==> config.mk <==
export PLATFORM = sky130hd
export DESIGN_NAME = cbs_ctrl
export DESIGN_NICKNAME = d
export VERILOG_FILES = /design/src/cbs_pkg.sv /design/src/cbs_ctrl.sv
export SDC_FILE = /design/constraint.sdc
export NUM_CORES = 1
export LEC_CHECK = 0
export ABC_AREA = 1
export BUFFER_PORTS_ARGS = -buffer_cell sky130_fd_sc_hd__buf_2
export CAP_MARGIN = 20
export CORE_AREA = 2 2 39 41
export CTS_CLUSTER_SIZE = 16
export DETAILED_ROUTE_END_ITERATION = 16
export DIE_AREA = 0 0 41 43
export PLACE_DENSITY = 0.35
export SYNTH_ARGS = -nofsm -noshare
export SYNTH_HDL_FRONTEND = slang
export SYNTH_SLANG_ARGS = --single-unit
==> constraint.sdc <==
create_clock -name clk -period 1.4 [get_ports clk]
set_input_delay 0.28 -clock clk [delete_from_list [all_inputs] [get_ports clk]]
set_output_delay 0.28 -clock clk [all_outputs]
set_load 0.02 [all_outputs]
==> src/cbs_pkg.sv <==
// ----------------------------------------------------------------------------
// Colour map shading package
// Shared constants, register indexes and controller/datapath structs.
// ----------------------------------------------------------------------------
`default_nettype none

package cbs_pkg;

  localparam int unsigned PALETTE_DEPTH = 256;
  localparam int unsigned PAL_AW        = $clog2(PALETTE_DEPTH);
  localparam int unsigned CFG_IDX_W     = 3;

  localparam logic [CFG_IDX_W-1:0] REG_COLOUR_MIN   = 3'd0;
  localparam logic [CFG_IDX_W-1:0] REG_COLOUR_SCALE = 3'd1;
  localparam logic [CFG_IDX_W-1:0] REG_BRIGHT_MIN   = 3'd2;
  localparam logic [CFG_IDX_W-1:0] REG_BRIGHT_SCALE = 3'd3;
  localparam logic [CFG_IDX_W-1:0] REG_TOP_INDEX    = 3'd4;
  localparam logic [CFG_IDX_W-1:0] REG_IMAGE_WIDTH  = 3'd5;
  localparam logic [CFG_IDX_W-1:0] REG_IMAGE_HEIGHT = 3'd6;

  localparam logic OP_LOAD  = 1'b0;
  localparam logic OP_SHADE = 1'b1;

  localparam logic [31:0] SCALE_ONE_Q16 = 32'h0001_0000;
  localparam logic [32:0] BRIGHT_FULL   = 33'h1_0000_0000;

  typedef struct packed {
    logic in_ready;
    logic mul_colour;
    logic mul_bright;
    logic read_entry;
    logic emit;
  } cbs_cmd_t;

  typedef struct packed {
    logic in_valid;
    logic is_pixel;
    logic out_free;
  } cbs_status_t;

endpackage

`default_nettype wire

==> src/cbs_ctrl.sv <==
// ----------------------------------------------------------------------------
// Colour map shading controller
// Sequences the datapath through the two scalings, the palette read and the
// shading of one pixel item.
// ----------------------------------------------------------------------------
`default_nettype none

module cbs_ctrl (
  input  wire logic                 clk,
  input  wire logic                 rst_n,
  input  wire cbs_pkg::cbs_status_t st,
  output cbs_pkg::cbs_cmd_t         cmd
);
  import cbs_pkg::*;

  typedef enum logic [2:0] {
    ST_IDLE,
    ST_MUL_C,
    ST_MUL_B,
    ST_READ,
    ST_SHADE
  } state_t;

  state_t state_r;
  state_t state_nxt;

  always_comb begin
    cmd            = '0;
    state_nxt      = state_r;
    case (state_r)
      ST_IDLE: begin
        cmd.in_ready = 1'b1;
        if (st.in_valid && st.is_pixel) begin
          state_nxt = ST_MUL_C;
        end
      end
      ST_MUL_C: begin
        cmd.mul_colour = 1'b1;
        state_nxt      = ST_MUL_B;
      end
      ST_MUL_B: begin
        cmd.mul_bright = 1'b1;
        state_nxt      = ST_READ;
      end
      ST_READ: begin
        cmd.read_entry = 1'b1;
        state_nxt      = ST_SHADE;
      end
      ST_SHADE: begin
        if (st.out_free) begin
          cmd.emit  = 1'b1;
          state_nxt = ST_IDLE;
        end
      end
      default: begin
        state_nxt = ST_IDLE;
      end
    endcase
  end

  always_ff @(posedge clk) begin
    if (!rst_n) begin
      state_r <= ST_IDLE;
    end else begin
      state_r <= state_nxt;
    end
  end

  a_emit_needs_room: assert property (@(posedge clk) disable iff (!rst_n)
    cmd.emit |-> st.out_free)
    else $error("result emitted while the output register was occupied");

  a_pixel_starts: assert property (@(posedge clk) disable iff (!rst_n)
    (cmd.in_ready && st.in_valid && st.is_pixel) |=> (state_r == ST_MUL_C))
    else $error("accepted pixel item did not start the colour scaling");

endmodule

`default_nettype wire

# After elaboration in Yosys (flattened, before gate mapping)
# Index checks and enable logic that the tools add are counted.
[word_totals]
regBits = 3
inputBits = 5
out_inout_bits = 5
word_cells = 19
[classes]
n_eq_ne = 6
mux = 9
n_reduce_logical = 3
[ops]
columns = ["cell", "n"]
rows = [
  ["one-hot mux 3 bit (5 select lines)", 1],
  ["equality test 3 x 2 -> 1 bit (second input constant)", 2],
  ["two-way mux 1 bit", 6],
  ["two-way mux 3 bit", 2],
  ["inequality test 2 bit (second input constant)", 2],
  ["equality test 3 x 1 -> 1 bit (second input constant)", 1],
  ["equality test 3 bit (second input constant)", 1],
  ["logical NOT 3 bit", 1],
  ["AND reduction 2 bit", 1],
  ["logical AND 1 bit", 1],
]

# Longest topological paths before layout
[depth]
ltp_word = 3
depth_mapped = 4
mapped_depth_nobuf = 4

# Worst setup path before layout
# OpenSTA, ideal clock, no wires.
[synth_path]
path_kind = "flip-flop to output port"
start = "register state_r[2]"
end = "output port cmd[0] (netlist name)"
t_arrival_ns = 1.090
required_ns = 1.120
slack_ns = 0.030
stages_incl_launch_ff = 3
path_buffers = 0
path_cell_list = "dfxtp_1 > inv_1 > nor4_1"
[synth_lines]
columns = ["element", "line_no", "text"]
rows = [
  ["start: declaration", "cbs_ctrl.sv:24", "state_t state_r;"],
  ["start signal: assignment", "cbs_ctrl.sv:65", "state_r <= state_nxt;"],
  ["end: declaration", "cbs_ctrl.sv:12", "output cbs_pkg::cbs_cmd_t cmd"],
]

==> metrics.cfg <==
[worst_setup_path]
path_class = reg2out
startpoint_type = flip-flop
arrival_ns = 1.07
regToRegSetupSlack_ns = 0.54
crit_family = flip-flops
regToRegStartpoint = state_r[0]
path_depth = 2
crit_fanout = 5
end_kind = output pin
crit_start = state_r[1]
cpPeakStageDelay_ns = 0.34
worstSetupEndpoint = cmd[0]
crit_buf_inv = 1
critPathSlowestCell = dfxtp_1
crit_required_ns = 1.12
reg2reg_to = state_r[1]
crit_chain = nor4_1, buf_2
r2r_cells = 4

[job]
maxCapViolCount = 0

[layout]
final_nets = 44
syn2layout_area_growth_pct = 49.6
drive_gt1_frac = 0.421
largestRegisters = state_r: 3 flops
n_antenna_cell = 0
largest_register = state_r
final_core_util = 0.183
largest_reg_flops = 3

[route]
vias_per_cell = 3.67
route.met3.wl_um = 44
wirelength_um = 366
route.layer.met1.wl_um = 143
route.met2.wl_um = 151
vias = 198
top_layer = met4
drc = 0
drt_iter0_markers = 2
ant_nets = 0
wl_per_cell_um = 6.78
dr.pass1.iters = 4

[die]
pin_count = 10
die_w_um = 41
core_um2 = 1380
start_util = 0.122
dieArea_um2 = 1760
die_y_um = 43
core.rowCount = 14

[logic_synthesis]
ys_ff_latch = 3
synth_top_area_frac = 0.356
ys_types = 12
syn-num-nets = 31
seq_area_frac_synth = 0.356
synth-edff-count = 0
synth_cells = 26
synth_commonest_cells = 5 x inv_1, 5 x nand3_1, 4 x nor2_1
ys_async_sr_fraction = 0
netlist_area_um2 = 169
syn_area_per_cell_um2 = 6.50
synth_top_area_cell = dfxtp_1
synthFlopType = dfxtp_1
synth_warnings = 0
synthTopCellsByArea = dfxtp_1 36%, nand3_1 15%, inv_1 11%, nor2_1 8.9%, buf_4 4.4%

[timing]
tightest_slew_ns = 0.227
skew_ns = 0.000562
slew_headroom = 0.847
drv_slew = 0
finalCritPeriodShare = 0.966
fin_tns_setup_ns = 0
min_period_ns = 1.35
finalHoldViolations = 0
max_freq_mhz = 740
rsz0062_at_grt = false
final-setup-viol-count = 0

[grt]
grt_util_all_layers = 0.0612
grt_pass1_vias = 171
grt_pass1_wl_um = 586
antenna_found_initial = 0
grt-ovfl-total = 0
grt_max_degree = 7

[pwr]
vdd_drop_max_mv = 0.325
power.leakage_nw = 0.143
cellPowerDensity_nw_per_um2 = 1440
finalPower_mw = 0.365

[clocking]
post-cts-setup-buffers = 0
cts_buffers = 3
clk_path_buf_depth = 2
htree_num_levels = 1
clock_latency_ns = 0.23
cts_hold_buf = 0
clockRootBuffer = clkbuf_4
clk_pin_slew_ns = 0.03
post_cts_resized = 0
cts_tree = done
clock_sinks = 3

[placed_design]
dp_hpwl_um = 299
place_congestion = 0.683
io_buffers = 9

[outcome]
status = finished clean

[worst_hold_path]
holdPathStages = 2
hp-class = in2reg

-- power breakdown --
part / switching, mW / internal [mW] / total (mW)
Clock: 0.0437 / 0.107 / 0.150
Sequential: 0.0151 / 0.0967 / 0.112
Combinational: 0.0629 / 0.0399 / 0.103
Total: 0.122 / 0.243 / 0.365
-- cells in the final DEF (no fill, tap or decap) --
cell type  n
a21oi_1    1
buf_2      9
clkbuf_1   1
clkbuf_4   3
dfxtp_1    3
inv_1      5
inv_2      2
nand2_1    1
nand2_2    1
nand3_1    5
nor2_1     4
nor2_2     1
nor4_1     1
o21a_1     1
-- metal layers --
metal,global-route usage,vias to the layer above
li1,-,102
met1,0.0641,80
met2,0.0531,12
met3,0.0314,4
met4,0.120,0
met5,0,-
-- layout make-up --
class,count,area (um^2)
inverters,7,26.3
flip-flops and latches,3,60.1
fillers,165,1130
clock buffers,4,26.3
well taps,16,20.0
repair buffers,9,45.0
multi-input cells,15,75.1
-- worst min-delay path by stage --
| stage | startpoint | slack [ns] | to |
|---|---|---|---|
| global route | rst_n | 0.29 | state_r[1] |
| finish | rst_n | 0.27 | state_r[1] |
| floorplan | rst_n | 0.40 | state_r[1] |
| CTS | rst_n | 0.27 | state_r[1] |
| detailed placement | rst_n | 0.51 | state_r[1] |
| global placement | rst_n | 0.51 | state_r[1] |
-- per-stage QoR --
step                cell area, um^2  setup slack [ns]  hold slack (ns)  std cells
finish                          253            0.0480            0.267         54
global route                    253            0.0224            0.287         54
CTS                             253           0.00942            0.268         54
detailed placement              226             0.265            0.510         50
global placement                226             0.276            0.509         50
floorplan                       169            0.0297            0.398         26
-- cells by family (layout without fill, tap and decap cells) --
family	count (synthesis)	after routing	synth area share
compound gates	2	2	0.0741
buf+inv	8	20	0.200
simple gates	13	13	0.370
flops	3	3	0.356
No activity file was read; power rests on OpenSTA's default activity.
